$ cat config.mk
export PLATFORM = sky130hd
export DESIGN_NAME = nibble_aes64_cipher
export DESIGN_NICKNAME = d
export VERILOG_FILES = /design/src/naes64_pkg.sv /design/src/naes64_ctrl.sv /design/src/naes64_datapath.sv /design/src/nibble_aes64_cipher.sv
export SDC_FILE = /design/constraint.sdc
export NUM_CORES = 2
export LEC_CHECK = 0
export BUFFER_PORTS_ARGS = -buffer_cell sky130_fd_sc_hd__buf_2
export CAP_MARGIN = 10
export CORE_AREA = 2 2 474 476
export DETAILED_ROUTE_END_ITERATION = 8
export DIE_AREA = 0 0 476 478
export HOLD_SLACK_MARGIN = 0.08
export PLACE_DENSITY = 0.48
export REMOVE_ABC_BUFFERS = 1
export SYNTH_ARGS = -nofsm -noshare
export SYNTH_HDL_FRONTEND = slang
export SYNTH_SLANG_ARGS = --single-unit
$ cat constraint.sdc
create_clock -name clk -period 18.89 [get_ports clk]
set_input_delay 1.889 -clock clk [delete_from_list [all_inputs] [get_ports clk]]
set_output_delay 1.889 -clock clk [all_outputs]
set_load 0.01 [all_outputs]
$ cat src/naes64_pkg.sv
// Package for the nibble AES-64 cipher: tables, register indexes, command struct
// and the GF(2^4) round functions. Used by the controller, the datapath and the top level.
// Depends on nothing.
package naes64_pkg;

  localparam int BLOCK_W   = 64;
  localparam int ROUND_W   = 4;
  localparam int REG_IDX_W = 2;

  localparam logic [REG_IDX_W-1:0] REG_CIPHER_KEY  = 2'd0;
  localparam logic [REG_IDX_W-1:0] REG_ROUND_COUNT = 2'd1;

  localparam logic [ROUND_W-1:0] ROUND_COUNT_RESET = 4'd4;

  localparam logic [3:0] FWD_BOX [16] = '{
    4'h8, 4'hC, 4'hB, 4'h3, 4'h7, 4'h9, 4'h1, 4'h4,
    4'hE, 4'h6, 4'h0, 4'hD, 4'h2, 4'hF, 4'h5, 4'hA
  };
  localparam logic [3:0] INV_BOX [16] = '{
    4'hA, 4'h6, 4'hC, 4'h3, 4'h7, 4'hE, 4'h9, 4'h4,
    4'h0, 4'h5, 4'hF, 4'h2, 4'h1, 4'hB, 4'h8, 4'hD
  };
  localparam logic [3:0] ROW_PERM [16] = '{
    4'h0, 4'hD, 4'hA, 4'h7, 4'h4, 4'h1, 4'hE, 4'hB,
    4'h8, 4'h5, 4'h2, 4'hF, 4'hC, 4'h9, 4'h6, 4'h3
  };
  localparam logic [3:0] MIX_FWD [4] = '{4'd2, 4'd3, 4'd1, 4'd1};
  localparam logic [3:0] MIX_INV [4] = '{4'd14, 4'd11, 4'd13, 4'd9};
  localparam logic [4:0] GF_POLY = 5'h13;

  typedef struct packed {
    logic               load;
    logic               enc;
    logic               round;
    logic               first;
    logic               last;
    logic               out_load;
    logic               hold_load;
    logic               expand;
    logic [ROUND_W-1:0] key_idx;
    logic [ROUND_W-1:0] exp_idx;
  } cmd_t;

  function automatic logic [15:0] round_const(input logic [ROUND_W-1:0] idx);
    logic [15:0] rc;
    unique case (idx)
      4'd0:    rc = 16'h0100;
      4'd1:    rc = 16'h0200;
      4'd2:    rc = 16'h0400;
      4'd3:    rc = 16'h0800;
      4'd4:    rc = 16'h0300;
      4'd5:    rc = 16'h0600;
      4'd6:    rc = 16'h0C00;
      4'd7:    rc = 16'h0B00;
      4'd8:    rc = 16'h0500;
      4'd9:    rc = 16'h0A00;
      default: rc = 16'h0000;
    endcase
    return rc;
  endfunction

  function automatic logic [3:0] gf_mul(input logic [3:0] a, input logic [3:0] m);
    logic [4:0] x;
    logic [3:0] r;
    r = 4'h0;
    x = {1'b0, a};
    for (int i = 0; i < 4; i++) begin
      if (m[i]) begin
        r = r ^ x[3:0];
      end
      x = {x[3:0], 1'b0};
      if (x[4]) begin
        x = x ^ GF_POLY;
      end
    end
    return r;
  endfunction

  function automatic logic [BLOCK_W-1:0] sub_nibbles(input logic [BLOCK_W-1:0] b,
                                                     input logic inv);
    logic [BLOCK_W-1:0] r;
    r = '0;
    for (int p = 0; p < 16; p++) begin
      r[63-4*p -: 4] = inv ? INV_BOX[b[63-4*p -: 4]] : FWD_BOX[b[63-4*p -: 4]];
    end
    return r;
  endfunction

  function automatic logic [BLOCK_W-1:0] shift_rows_fwd(input logic [BLOCK_W-1:0] b);
    logic [BLOCK_W-1:0] r;
    r = '0;
    for (int p = 0; p < 16; p++) begin
      r[63-4*int'(ROW_PERM[p]) -: 4] = b[63-4*p -: 4];
    end
    return r;
  endfunction

  function automatic logic [BLOCK_W-1:0] shift_rows_inv(input logic [BLOCK_W-1:0] b);
    logic [BLOCK_W-1:0] r;
    r = '0;
    for (int p = 0; p < 16; p++) begin
      r[63-4*p -: 4] = b[63-4*int'(ROW_PERM[p]) -: 4];
    end
    return r;
  endfunction

  function automatic logic [BLOCK_W-1:0] mix_columns(input logic [BLOCK_W-1:0] b,
                                                     input logic fwd);
    logic [BLOCK_W-1:0] r;
    logic [3:0]         acc;
    logic [3:0]         coef;
    r = '0;
    for (int c = 0; c < 4; c++) begin
      for (int row = 0; row < 4; row++) begin
        acc = 4'h0;
        for (int k = 0; k < 4; k++) begin
          coef = fwd ? MIX_FWD[2'(k - row)] : MIX_INV[2'(k - row)];
          acc  = acc ^ gf_mul(b[63-4*(4*c+k) -: 4], coef);
        end
        r[63-4*(4*c+row) -: 4] = acc;
      end
    end
    return r;
  endfunction

endpackage

$ cat src/naes64_ctrl.sv
// Controller for the nibble AES-64 cipher: handshakes, round sequencing and
// key expansion sequencing. Drives the datapath through naes64_pkg::cmd_t.
// Depends on naes64_pkg.
module naes64_ctrl #(
  parameter int MAX_ROUNDS = 10
) (
  input  logic                            clk,
  input  logic                            rst,
  input  logic                            in_valid,
  output logic                            in_ready,
  input  logic                            op,
  output logic                            out_valid,
  input  logic                            out_ready,
  input  logic                            key_write,
  input  logic                            count_write,
  input  logic [naes64_pkg::ROUND_W-1:0]  count_data,
  output naes64_pkg::cmd_t                cmd
);

  localparam logic [1:0] ST_EXPAND = 2'd0;
  localparam logic [1:0] ST_IDLE   = 2'd1;
  localparam logic [1:0] ST_RUN    = 2'd2;
  localparam logic [1:0] ST_HOLD   = 2'd3;

  localparam logic [naes64_pkg::ROUND_W-1:0] MAX_NR = naes64_pkg::ROUND_W'(MAX_ROUNDS);
  localparam logic [naes64_pkg::ROUND_W-1:0] ONE    = naes64_pkg::ROUND_W'(1);

  logic [1:0]                      state, state_next;
  logic [naes64_pkg::ROUND_W-1:0]  rnd, rnd_next;
  logic [naes64_pkg::ROUND_W-1:0]  exp_cnt, exp_cnt_next;
  logic [naes64_pkg::ROUND_W-1:0]  round_count;
  logic                            enc, enc_next;
  logic                            out_valid_next;
  logic [naes64_pkg::ROUND_W-1:0]  nr;
  logic                            last;
  logic                            out_free;

  always_comb begin
    priority if (round_count == '0) begin
      nr = ONE;
    end else if (round_count > MAX_NR) begin
      nr = MAX_NR;
    end else begin
      nr = round_count;
    end
  end

  assign last     = (rnd == nr - ONE);
  assign out_free = !out_valid || out_ready;
  assign in_ready = (state == ST_IDLE);

  always_comb begin
    state_next   = state;
    rnd_next     = rnd;
    exp_cnt_next = exp_cnt;
    enc_next     = enc;
    cmd          = '0;
    cmd.enc      = (state == ST_IDLE) ? op : enc;
    cmd.first    = (rnd == '0);
    cmd.last     = last;
    cmd.key_idx  = enc ? rnd : (nr - ONE - rnd);
    cmd.exp_idx  = exp_cnt;
    unique case (state)
      ST_EXPAND: begin
        cmd.expand = 1'b1;
        if (exp_cnt == MAX_NR - ONE) begin
          state_next = ST_IDLE;
        end else begin
          exp_cnt_next = exp_cnt + ONE;
        end
      end
      ST_IDLE: begin
        if (in_valid) begin
          cmd.load   = 1'b1;
          enc_next   = op;
          rnd_next   = '0;
          state_next = ST_RUN;
        end
      end
      ST_RUN: begin
        cmd.round = 1'b1;
        if (last) begin
          if (out_free) begin
            cmd.out_load = 1'b1;
            state_next   = ST_IDLE;
          end else begin
            state_next = ST_HOLD;
          end
        end else begin
          rnd_next = rnd + ONE;
        end
      end
      ST_HOLD: begin
        if (out_free) begin
          cmd.hold_load = 1'b1;
          state_next    = ST_IDLE;
        end
      end
      default: begin
        state_next = ST_IDLE;
      end
    endcase
    if (key_write) begin
      state_next   = ST_EXPAND;
      exp_cnt_next = '0;
    end
  end

  always_comb begin
    if (cmd.out_load || cmd.hold_load) begin
      out_valid_next = 1'b1;
    end else if (out_ready) begin
      out_valid_next = 1'b0;
    end else begin
      out_valid_next = out_valid;
    end
  end

  always_ff @(posedge clk) begin
    if (rst) begin
      state       <= ST_EXPAND;
      exp_cnt     <= '0;
      rnd         <= '0;
      enc         <= 1'b0;
      out_valid   <= 1'b0;
      round_count <= naes64_pkg::ROUND_COUNT_RESET;
    end else begin
      state     <= state_next;
      exp_cnt   <= exp_cnt_next;
      rnd       <= rnd_next;
      enc       <= enc_next;
      out_valid <= out_valid_next;
      if (count_write) begin
        round_count <= count_data;
      end
    end
  end

endmodule

$ cat src/naes64_datapath.sv
// Datapath for the nibble AES-64 cipher: key register, round key store, key
// expansion step, shared round unit, state and output registers.
// Depends on naes64_pkg; driven by naes64_ctrl.
module naes64_datapath #(
  parameter int MAX_ROUNDS = 10
) (
  input  logic                             clk,
  input  logic                             rst,
  input  logic                             key_write,
  input  logic [naes64_pkg::BLOCK_W-1:0]   key_data,
  input  logic [naes64_pkg::BLOCK_W-1:0]   data_block,
  input  naes64_pkg::cmd_t                 cmd,
  output logic [naes64_pkg::BLOCK_W-1:0]   result_block
);

  localparam int IDX_W = (MAX_ROUNDS > 1) ? $clog2(MAX_ROUNDS) : 1;

  logic [naes64_pkg::BLOCK_W-1:0] cipher_key;
  logic [naes64_pkg::BLOCK_W-1:0] exp_cur;
  logic [naes64_pkg::BLOCK_W-1:0] rk_store [MAX_ROUNDS];
  logic [naes64_pkg::BLOCK_W-1:0] blk;

  logic [naes64_pkg::BLOCK_W-1:0] exp_src;
  logic [naes64_pkg::BLOCK_W-1:0] exp_next;
  logic [15:0]                    rot_word;
  logic [15:0]                    sub_word;
  logic [15:0]                    w1, w2, w3, w4;
  logic [naes64_pkg::BLOCK_W-1:0] round_key;
  logic [naes64_pkg::BLOCK_W-1:0] enc_out;
  logic [naes64_pkg::BLOCK_W-1:0] dec_out;
  logic [naes64_pkg::BLOCK_W-1:0] round_out;

  assign exp_src  = (cmd.exp_idx == '0) ? cipher_key : exp_cur;
  assign rot_word = {exp_src[11:0], exp_src[15:12]};

  always_comb begin
    for (int n = 0; n < 4; n++) begin
      sub_word[4*n +: 4] = naes64_pkg::FWD_BOX[rot_word[4*n +: 4]];
    end
  end

  assign w1       = sub_word ^ exp_src[63:48] ^ naes64_pkg::round_const(cmd.exp_idx);
  assign w2       = w1 ^ exp_src[47:32];
  assign w3       = w2 ^ exp_src[31:16];
  assign w4       = w3 ^ exp_src[15:0];
  assign exp_next = {w1, w2, w3, w4};

  assign round_key = rk_store[cmd.key_idx[IDX_W-1:0]];

  always_comb begin
    enc_out = naes64_pkg::shift_rows_fwd(naes64_pkg::sub_nibbles(blk, 1'b0));
    if (!cmd.last) begin
      enc_out = naes64_pkg::mix_columns(enc_out, 1'b1);
    end
    enc_out = enc_out ^ round_key;

    dec_out = blk ^ round_key;
    if (!cmd.first) begin
      dec_out = naes64_pkg::mix_columns(dec_out, 1'b0);
    end
    dec_out = naes64_pkg::sub_nibbles(naes64_pkg::shift_rows_inv(dec_out), 1'b1);
    if (cmd.last) begin
      dec_out = dec_out ^ cipher_key;
    end

    round_out = cmd.enc ? enc_out : dec_out;
  end

  always_ff @(posedge clk) begin
    if (rst) begin
      cipher_key <= '0;
    end else if (key_write) begin
      cipher_key <= key_data;
    end
  end

  always_ff @(posedge clk) begin
    if (cmd.expand) begin
      exp_cur                          <= exp_next;
      rk_store[cmd.exp_idx[IDX_W-1:0]] <= exp_next;
    end
  end

  always_ff @(posedge clk) begin
    if (cmd.load) begin
      blk <= cmd.enc ? (data_block ^ cipher_key) : data_block;
    end else if (cmd.round) begin
      blk <= round_out;
    end
    if (cmd.out_load) begin
      result_block <= round_out;
    end else if (cmd.hold_load) begin
      result_block <= blk;
    end
  end

endmodule

$ cat src/nibble_aes64_cipher.sv
// Top level of the nibble AES-64 cipher: configuration decode, controller and datapath.
// Depends on naes64_pkg, naes64_ctrl and naes64_datapath.
//
// Use: an input beat carries op (1 encrypt, 0 decrypt) and a 64-bit data_block
// on in_valid/in_ready; one output beat carries result_block on out_valid/out_ready.
// cfg_write with cfg_index selects cipher_key (0) or round_count (1); other
// indexes are ignored. A round_count of 0 runs one round, values above
// MAX_ROUNDS run MAX_ROUNDS.
// Encryption whitens the block with cipher_key as it is loaded, decryption after
// its last round; the rounds run one after another on the shared round unit.
// Unless the receiver stalls, the last round writes the result into the output register.
// After reset, and after every cipher_key write, the key schedule fills the round
// key store one key per cycle up to MAX_ROUNDS keys; in_ready stays low meanwhile.
// One block is processed at a time. A finished result sits in the output register,
// and the next block is accepted while it waits. If the receiver still stalls when
// the following block completes, that block is held and in_ready stays low until
// the output register frees up.
module nibble_aes64_cipher #(
  parameter int MAX_ROUNDS = 10
) (
  input  logic                               clk,
  input  logic                               rst,
  input  logic                               in_valid,
  output logic                               in_ready,
  input  logic                               op,
  input  logic [naes64_pkg::BLOCK_W-1:0]     data_block,
  output logic                               out_valid,
  input  logic                               out_ready,
  output logic [naes64_pkg::BLOCK_W-1:0]     result_block,
  input  logic                               cfg_write,
  input  logic [naes64_pkg::REG_IDX_W-1:0]   cfg_index,
  input  logic [naes64_pkg::BLOCK_W-1:0]     cfg_data
);

  naes64_pkg::cmd_t cmd;
  logic             key_write;
  logic             count_write;

  assign key_write   = cfg_write && (cfg_index == naes64_pkg::REG_CIPHER_KEY);
  assign count_write = cfg_write && (cfg_index == naes64_pkg::REG_ROUND_COUNT);

  naes64_ctrl #(
    .MAX_ROUNDS (MAX_ROUNDS)
  ) u_ctrl (
    .clk         (clk),
    .rst         (rst),
    .in_valid    (in_valid),
    .in_ready    (in_ready),
    .op          (op),
    .out_valid   (out_valid),
    .out_ready   (out_ready),
    .key_write   (key_write),
    .count_write (count_write),
    .count_data  (cfg_data[naes64_pkg::ROUND_W-1:0]),
    .cmd         (cmd)
  );

  naes64_datapath #(
    .MAX_ROUNDS (MAX_ROUNDS)
  ) u_datapath (
    .clk          (clk),
    .rst          (rst),
    .key_write    (key_write),
    .key_data     (cfg_data),
    .data_block   (data_block),
    .cmd          (cmd),
    .result_block (result_block)
  );

`ifndef NO_ASSERTIONS
  a_key_write_blocks_input: assert property (@(posedge clk) disable iff (rst)
    key_write |=> !in_ready)
    else $error("input accepted during key expansion");

  a_one_block_at_a_time: assert property (@(posedge clk) disable iff (rst)
    (in_valid && in_ready) |=> !in_ready)
    else $error("second block accepted while one is in flight");

  a_result_from_busy: assert property (@(posedge clk) disable iff (rst)
    $rose(out_valid) |-> !$past(in_ready))
    else $error("result presented without a block in flight");
`endif

endmodule

### After elaboration in Yosys (flattened, before gate mapping)

Memories as Yosys holds them, arrays and structs flattened. A register that Yosys moved wholly into a read port is not among the register bits.
Cells that the tools add are included.

| word-level totals | value |
|---|---|
| bits in read-only memories | 2,368 |
| flip-flop bits (word level) | 272 |
| input bits | 136 |
| memory bits (writable) | 640 |
| output and inout port bits | 66 |
| memories | 38 |
| logic and storage cells | 782 |

| cells by class | value |
|---|---|
| reduce and logical (&&, ||, !) cells | 19 |
| bitwise operators | 280 |
| add/subtract/negate cells | 4 |
| mux-type cells | 383 |
| magnitude comparators | 37 |
| equality and inequality tests | 11 |

Memory list:

| name | words | bits a word | read ports | clocked after Yosys merged registers in | wr ports | line | text |
|---|---|---|---|---|---|---|---|
| u_datapath.rk_store | 10 | 64 | 1 | 0 | 1 | naes64_datapath.sv:20 | `logic [naes64_pkg::BLOCK_W-1:0] rk_store [MAX_ROUNDS];` |
| (no name shown) | 16 | 4 | 1 | 0 | 0 | naes64_pkg.sv:84 | `r[63-4*p -: 4] = inv ? INV_BOX[b[63-4*p -: 4]] : FWD_BOX[b[63-4*p -: 4]];` |
| (no name shown) | 16 | 4 | 1 | 0 | 0 | naes64_pkg.sv:84 |  |
| (no name shown) | 16 | 4 | 1 | 0 | 0 | naes64_pkg.sv:84 |  |
| (no name shown) | 16 | 4 | 1 | 0 | 0 | naes64_pkg.sv:84 |  |
| (no name shown) | 16 | 4 | 1 | 0 | 0 | naes64_pkg.sv:84 |  |
| +32 memories | -- | -- | -- | -- | -- | -- |  |

Operators with widths:

| operator | count |
|---|---|
| 2-to-1 mux 4 bit | 289 |
| bitwise XOR 4 bit | 170 |
| 2-to-1 mux 64 bit | 10 |
| bitwise XOR 64 bit | 4 |
| >= comparator 5 bit (second input constant) | 36 |
| inverter 4 -> 5 bit | 36 |
| 2-to-1 mux 2 bit | 69 |
| inverter 2 bit | 64 |
| bitwise XOR 16 bit | 5 |
| 2-to-1 mux 1 bit | 13 |
| zero test 4 bit | 3 |
| adder 4 x 1 -> 4 bit (second input constant) | 2 |
| one-hot mux 2 bit (4 select lines) | 1 |
| one-hot mux 4 bit (2 select lines) | 1 |
| nonzero test 2 bit | 4 |
| inequality test 2 x 1 -> 1 bit (second input constant) | 3 |
| == test 2 x 1 -> 1 bit (second input constant) | 2 |
| == test 2 bit (second input constant) | 2 |
| == test 4 bit | 1 |
| == test 4 bit (second input constant) | 1 |
| > comparator 4 bit (second input constant) | 1 |
| zero test 2 bit | 2 |
| inequality test 2 bit (second input constant) | 2 |
| AND reduction 2 bit | 2 |
| 9 further kinds | 11 |

### Longest topological paths before layout

An unclocked memory read counts as a cell.

| depth | value |
|---|---|
| depth in word-level cells | 32 |
| mapped depth | 30 |
| depth with buffers taken out | 26 |

### Hierarchy

A second synthesis with hierarchy kept.

| unflattened totals | value |
|---|---|
| cells, all modules | 4,372 |
| area, all modules | 53,551.4 um^2 |

Modules (own cells, without submodules):

| module | area each (um^2) | cells an instance | times used | sequential area each (um^2) |
|---|---|---|---|---|
| naes64_datapath | 52,407.8 | 4,240 | 1 | 26,265.2 |
| naes64_ctrl | 1,122.3 | 130 | 1 | 320.3 |
| nibble_aes64_cipher | 21.3 | 2 | 1 | 0.0 |

### Worst setup path before layout

Ideal clock, no wire load.

| timing path | value |
|---|---|
| path kind | flip-flop to flip-flop |
| start | register u_ctrl.state[0] |
| end | memory u_datapath.rk_store[3][0] in the netlist's numbering (enable) |
| arrival | 6,823 ps |
| slack | 11,502 ps |
| cell stages (with the launch flop) | 5 |
| setup time | 564 ps |
| cell sequence | dfxtp_1 -> inv_1 -> ha_1 -> nand2_1 -> nor3_1 |

| between the ends | value |
|---|---|
| longest elaborated chain between the ends | 4 |

Ends and longest elaborated chain:

| item | line | text |
|---|---|---|
| from (decl) | naes64_ctrl.sv:28 | `logic [1:0] state, state_next;` |
| from (signal assigned) | naes64_ctrl.sv:128 | `state <= state_next;` |
| zero test 2 bit | naes64_ctrl.sv:63 | `unique case (state)` |
| 2-to-1 mux 1 bit | naes64_ctrl.sv:63 |  |
| 2-to-1 mux 1 bit | naes64_datapath.sv:78 | `if (cmd.expand) begin` |
| 2-to-1 mux 1 bit (not written as such) | naes64_datapath.sv:80 | `rk_store[cmd.exp_idx[IDX_W-1:0]] <= exp_next;` |
| to (decl) | naes64_datapath.sv:20 |  |

No other way between the ends.

### Worst setup path after layout

| timing path | value |
|---|---|
| start | register u_ctrl.round_count[2] in the netlist's numbering |
| end | register u_datapath.result_block[36] in the netlist's numbering (data pin) |

| between the ends | value |
|---|---|
| longest elaborated chain between the ends | 28 |
| elaborated cells between the ends (all ways) | 53 |
| classes of those cells | add/sub: 2; order compare: 1; eq/ne: 1; mux: 30; bitwise: 16; reduce/logical: 1; memory: 2 |

Ends and longest elaborated chain:

| item | line | text |
|---|---|---|
| from (decl) | naes64_ctrl.sv:31 | `logic [naes64_pkg::ROUND_W-1:0] round_count;` |
| from (signal assigned) | naes64_ctrl.sv:126 | `round_count <= naes64_pkg::ROUND_COUNT_RESET;` |
| from (signal assigned) | naes64_ctrl.sv:134 | `round_count <= count_data;` |
| > comparator 4 bit | naes64_ctrl.sv:41 | `end else if (round_count > MAX_NR) begin` |
| 2-to-1 mux 4 bit | naes64_ctrl.sv:41 |  |
| 2-to-1 mux 4 bit * | naes64_ctrl.sv:39 | `priority if (round_count == '0) begin` |
| subtractor 4 x 1 -> 4 bit * | naes64_ctrl.sv:48, naes64_ctrl.sv:61 |  |
| subtractor 4 bit | naes64_ctrl.sv:61 | `cmd.key_idx = enc ? rnd : (nr - ONE - rnd);` |
| 2-to-1 mux 4 bit | naes64_ctrl.sv:61 |  |
| memory (10 x 64 bit) | -- |  |
| bitwise XOR 64 bit | naes64_datapath.sv:57 | `dec_out = blk ^ round_key;` |
| (+11 left out) | -- |  |
| 2-to-1 mux 64 bit | naes64_datapath.sv:58 | `if (!cmd.first) begin` |
| inverter 4 -> 5 bit (not written as such) | naes64_pkg.sv:84 |  |
| memory (16 x 4 bit) | -- |  |
| 2-to-1 mux 4 bit (not written as such) (2 in series) | naes64_pkg.sv:84 |  |
| bitwise XOR 64 bit | naes64_datapath.sv:63 | `dec_out = dec_out ^ cipher_key;` |
| 2-to-1 mux 64 bit | naes64_datapath.sv:62 | `if (cmd.last) begin` |
| 2-to-1 mux 64 bit | naes64_datapath.sv:66 | `round_out = cmd.enc ? enc_out : dec_out;` |
| 2-to-1 mux 64 bit * | naes64_datapath.sv:90 | `if (cmd.out_load) begin` |
| to (signal assigned) | naes64_datapath.sv:91 | `result_block <= round_out;` |
| to (signal assigned) | naes64_datapath.sv:93 | `result_block <= blk;` |
| to (decl) | naes64_datapath.sv:13 | `output logic [naes64_pkg::BLOCK_W-1:0] result_block` |

Mark *: on every way between the ends. The rest lies on a longest branch, timed or not. The select of a mux whose other input is x is not followed.
A chain may end at the register's enable or synchronous reset.

==> impl_metrics.sql <==
INSERT INTO impl_metrics (metric_group, metric, value, unit) VALUES
('status', 'run_status', 'complete, no violations', ''),
('power', 'vdd_drop_max', '103', 'uV'),
('timing', 'layout_worst_path_cycle_share', '44.9', '%'),
('finish', 'flow.area_growth_from_synthesis', '15.3', '%'),
('logic_synthesis', 'syn_area', '55300', 'sq um'),
('detailed_routing', 'avgViaCountPerCell', '5.25', ''),
('worst_setup_path', 'required', '19.37', 'ns'),
('worst_setup_path', 'critPathArrivalTime', '8.95', 'ns'),
('min_path', 'worstHoldPathCells', '2', ''),
('min_path', 'worst_hold_path.endpoint', 'u_ctrl.state[1]$_SDFFE_PP0P_', ''),
('timing', 'final-setup-viol-count', '0', ''),
('placed_design', 'placement.io_buffers', '201', ''),
('logic_synthesis', 'yosys.area.top_type', 'edfxtp_1', ''),
('detailed_routing', 'drtIter0Drc', '5366', ''),
('detailed_routing', 'remaining_drc_errors', '0', ''),
('floorplanning', 'die_height', '478', 'microns'),
('timing', 'worst_clock_skew', '0.0640', 'ns'),
('logic_synthesis', 'synth.top_cell.area_share', '45.2', '%'),
('logic_synthesis', 'synth_flop_cell', 'edfxtp_1', ''),
('clock_network', 'clock_tree_from_tritoncts', 'yes', ''),
('logic_synthesis', 'synthesized_instance_count', '5134', ''),
('clock_network', 'root_buffer', 'clkbuf_16', ''),
('timing', 'timing_max_transition_violations_final', '0', ''),
('floorplanning', 'initial_core_util', '24.8', '%'),
('timing', 'max_freq', '118', 'MHz'),
('timing', 'period_minus_slack', '8.48', 'ns'),
('grt', 'grt_max_degree', '81', ''),
('min_path', 'hold_path.class', 'reg -> reg', ''),
('logic_synthesis', 'synthesis.area_per_instance', '10.8', 'sq um'),
('clock_network', 'cts.clk_slew.worst_paths', '0.07', 'ns'),
('worst_setup_path', 'timing.critical_path.to_type', 'flop', ''),
('floorplanning', 'fp.coreArea', '223000', 'sq um'),
('detailed_routing', 'antenna_violating_nets_post_route', '0', ''),
('timing', 'grt_setup_unrepaired', 'false', ''),
('clock_network', 'clock_insertion_delay_worst_skew', '0.79', 'ns'),
('logic_synthesis', 'synth-seq-area-share', '48.2', '%'),
('worst_setup_path', 'worstPathMaxFanout', '80', ''),
('grt', 'grt_pass1_wl', '323000', 'microns'),
('placed_design', 'place_ws', '10.71', 'ns'),
('worst_setup_path', 'r2r-end', 'u_datapath.result_block[36]$_DFFE_PP_', ''),
('worst_setup_path', 'critical_path.startpoint_type', 'flop', ''),
('detailed_routing', 'post_drt_wl_per_cell', '28.0', 'microns'),
('logic_synthesis', 'ys_types', '112', ''),
('timing', 'max_slew_margin', '14.7', '%'),
('finish', 'layout.cells.most_common', 'edfxtp_1', ''),
('logic_synthesis', 'synth_seq_cells', '916', ''),
('finish', 'final_nets', '5601', ''),
('logic_synthesis', 'synth_edf_count', '832', ''),
('worst_setup_path', 'setup.worst_path.class', 'reg -> reg', ''),
('finish', 'commonest_cells_after_routing_fill_and_taps_aside', 'edfxtp_1, nand2_1, xnor2_1, o21ai_0, a21oi_1', ''),
('floorplanning', 'design.portCount', '202', ''),
('worst_setup_path', 'rr_worst_depth', '23', ''),
('floorplanning', 'fp.dieArea', '228000', 'sq um'),
('logic_synthesis', 'post_synth_main_area_contributors', 'edfxtp_1, xnor2_1, ha_1, nand2_1, mux2i_1', ''),
('grt', 'gr-total-overflow', '0', ''),
('finish', 'layout-drive-gt1-share', '13.7', '%'),
('timing', 'hold_viol', '0', ''),
('detailed_routing', 'drt-total-wl', '235000', 'microns'),
('grt', 'track_usage', '20.0', '%'),
('finish', 'fillCellCount', '23100', ''),
('grt', 'grt_pass1_vias', '41000', ''),
('logic_synthesis', 'asyncSetResetFlopFracSynth', '0', '%'),
('clock_network', 'post_cts_hold_buffer_count', '0', ''),
('timing', 'layout_setup_ws', '10.41', 'ns'),
('clock_network', 'tritoncts.num_buffers', '108', ''),
('worst_setup_path', 'timing.reg2reg.setup_slack', '10.41', 'ns'),
('placed_design', 'routabilityCongestion', '0.921', ''),
('min_path', 'hp-start', 'u_ctrl.state[1]$_SDFFE_PP0P_', ''),
('grt', 'antenna_found_initial', '18', ''),
('timing', 'tightest_slew', '1.27', 'ns'),
('power', 'power_per_cell_area', '156', 'nW/um^2');
power breakdown:
| part | total [uW] | internal (uW) | switching [uW] |
|---|---|---|---|
| Sequential | 3450 | 3380 | 74.5 |
| Clock | 2230 | 1300 | 929 |
| Combinational | 4270 | 1390 | 2880 |
| Total | 9950 | 6060 | 3880 |
cell families after synthesis:
family,Yosys count,synth area share (%)
flip-flops,916,48.2
adder cells (fa/ha/maj),182,4.13
AO/OA/AOI/OAI,1408,17.3
multiplexers,255,5.13
AND/OR/NAND/NOR,1366,11.7
buffers and inverters,467,3.84
XOR/XNOR,540,9.69
stage by stage:
stage	cells	total power (uW)	utilization [%]	area [sq um]	hold slack [ns]
floorplan	4813	5970	-	53700	0.453
global placement	8160	7610	26.9	60000	0.486
detailed placement	8164	7680	26.9	60000	0.496
CTS	8370	9910	28.6	63700	0.513
global route	8372	10300	28.6	63800	0.533
finish	8374	9950	28.6	63800	0.505
flip-flops by register name (all words and copies together), names as in the netlist, named ones only:
register                 flops
u_datapath.rk_store        640
u_datapath.blk              64
u_datapath.cipher_key       64
u_datapath.exp_cur          64
u_datapath.result_block     64
u_ctrl.exp_cnt               4
u_ctrl.rnd                   4
u_ctrl.round_count           4
u_ctrl.state                 2
u_ctrl.enc                   1
u_ctrl.out_valid             1
layout make-up:
| type | instances | area, sq um | area share [%] |
|---|---|---|---|
| Timing Repair Buffer | 360 | 2210 | 3.47 |
| Clock buffer | 139 | 2950 | 4.63 |
| Sequential cell | 916 | 26700 | 41.8 |
| Tap cell | 2992 | 3740 | 5.87 |
| Clock inverter | 67 | 771 | 1.21 |
| Antenna cell | 3 | 7.51 | 0.0118 |
| Inverter | 146 | 548 | 0.860 |
| Multi-Input combinational cell | 3751 | 26900 | 42.1 |
cell usage after synthesis (all sizes together), types with 49 or more instances:
cell type  instances
a21oi            298
o211a             90
and3             111
buf              149
o211ai           151
o21ai            358
xor2             157
mux2              57
inv              146
dfxtp             84
nor2             239
a21o              49
edfxtp           832
a211oi           139
clkbuf           172
ha               181
and2              55
xnor2            351
nand2            557
mux2i            181
nand3            198
how the worst max path moves through the flow:
| stage | from | endpoint | slack [ns] | cells past startpoint |
|---|---|---|---|---|
| after floorplan | u_ctrl.exp_cnt[0]$_SDFFE_PP0P_ | u_datapath.exp_cur[8]$_DFFE_PP_ | 7.12 | 9 |
| after detailed placement | u_ctrl.round_count[1]$_SDFFE_PP0P_ | u_datapath.result_block[36]$_DFFE_PP_ | 10.71 | 23 |
| after CTS | u_ctrl.round_count[1]$_SDFFE_PP0P_ | u_datapath.result_block[36]$_DFFE_PP_ | 10.69 | 23 |
| after global routing | u_ctrl.round_count[2]$_SDFFE_PP1P_ | u_datapath.result_block[36]$_DFFE_PP_ | 10.13 | 23 |
| after global placement | u_ctrl.round_count[1]$_SDFFE_PP0P_ | u_datapath.result_block[36]$_DFFE_PP_ | 10.75 | 23 |
| final | u_ctrl.round_count[2]$_SDFFE_PP1P_ | u_datapath.result_block[36]$_DFFE_PP_ | 10.41 | 23 |
metal layers:
metal | routed length (microns) | global-route usage, %
met5 | 63 | 0
met1 | 102000 | 27.6
met2 | 107000 | 31.6
met3 | 17000 | 2.81
met4 | 9180 | 6.98
critical path, stage by stage (launching register included):
cell      delay [ns]
dfxtp_1         0.35
nor2_1          0.14
nand2_1         0.07
nand2_1         0.06
o21a_1          0.16
inv_1           0.05
ha_1            0.20
xnor2_1         0.13
ha_1            0.40
and3b_1         0.27
a211o_1         0.34
a211o_2         0.43
nand2_8         0.37
buf_4           0.52
buf_4           0.69
o211ai_1        0.25
a211oi_1        0.52
o211ai_1        0.17
a21oi_1         0.21
xor2_1          0.58
ha_1            0.40
mux4_2          0.47
a311oi_1        0.97
o21ai_0         0.22
(Power assumes the default switching activity.)
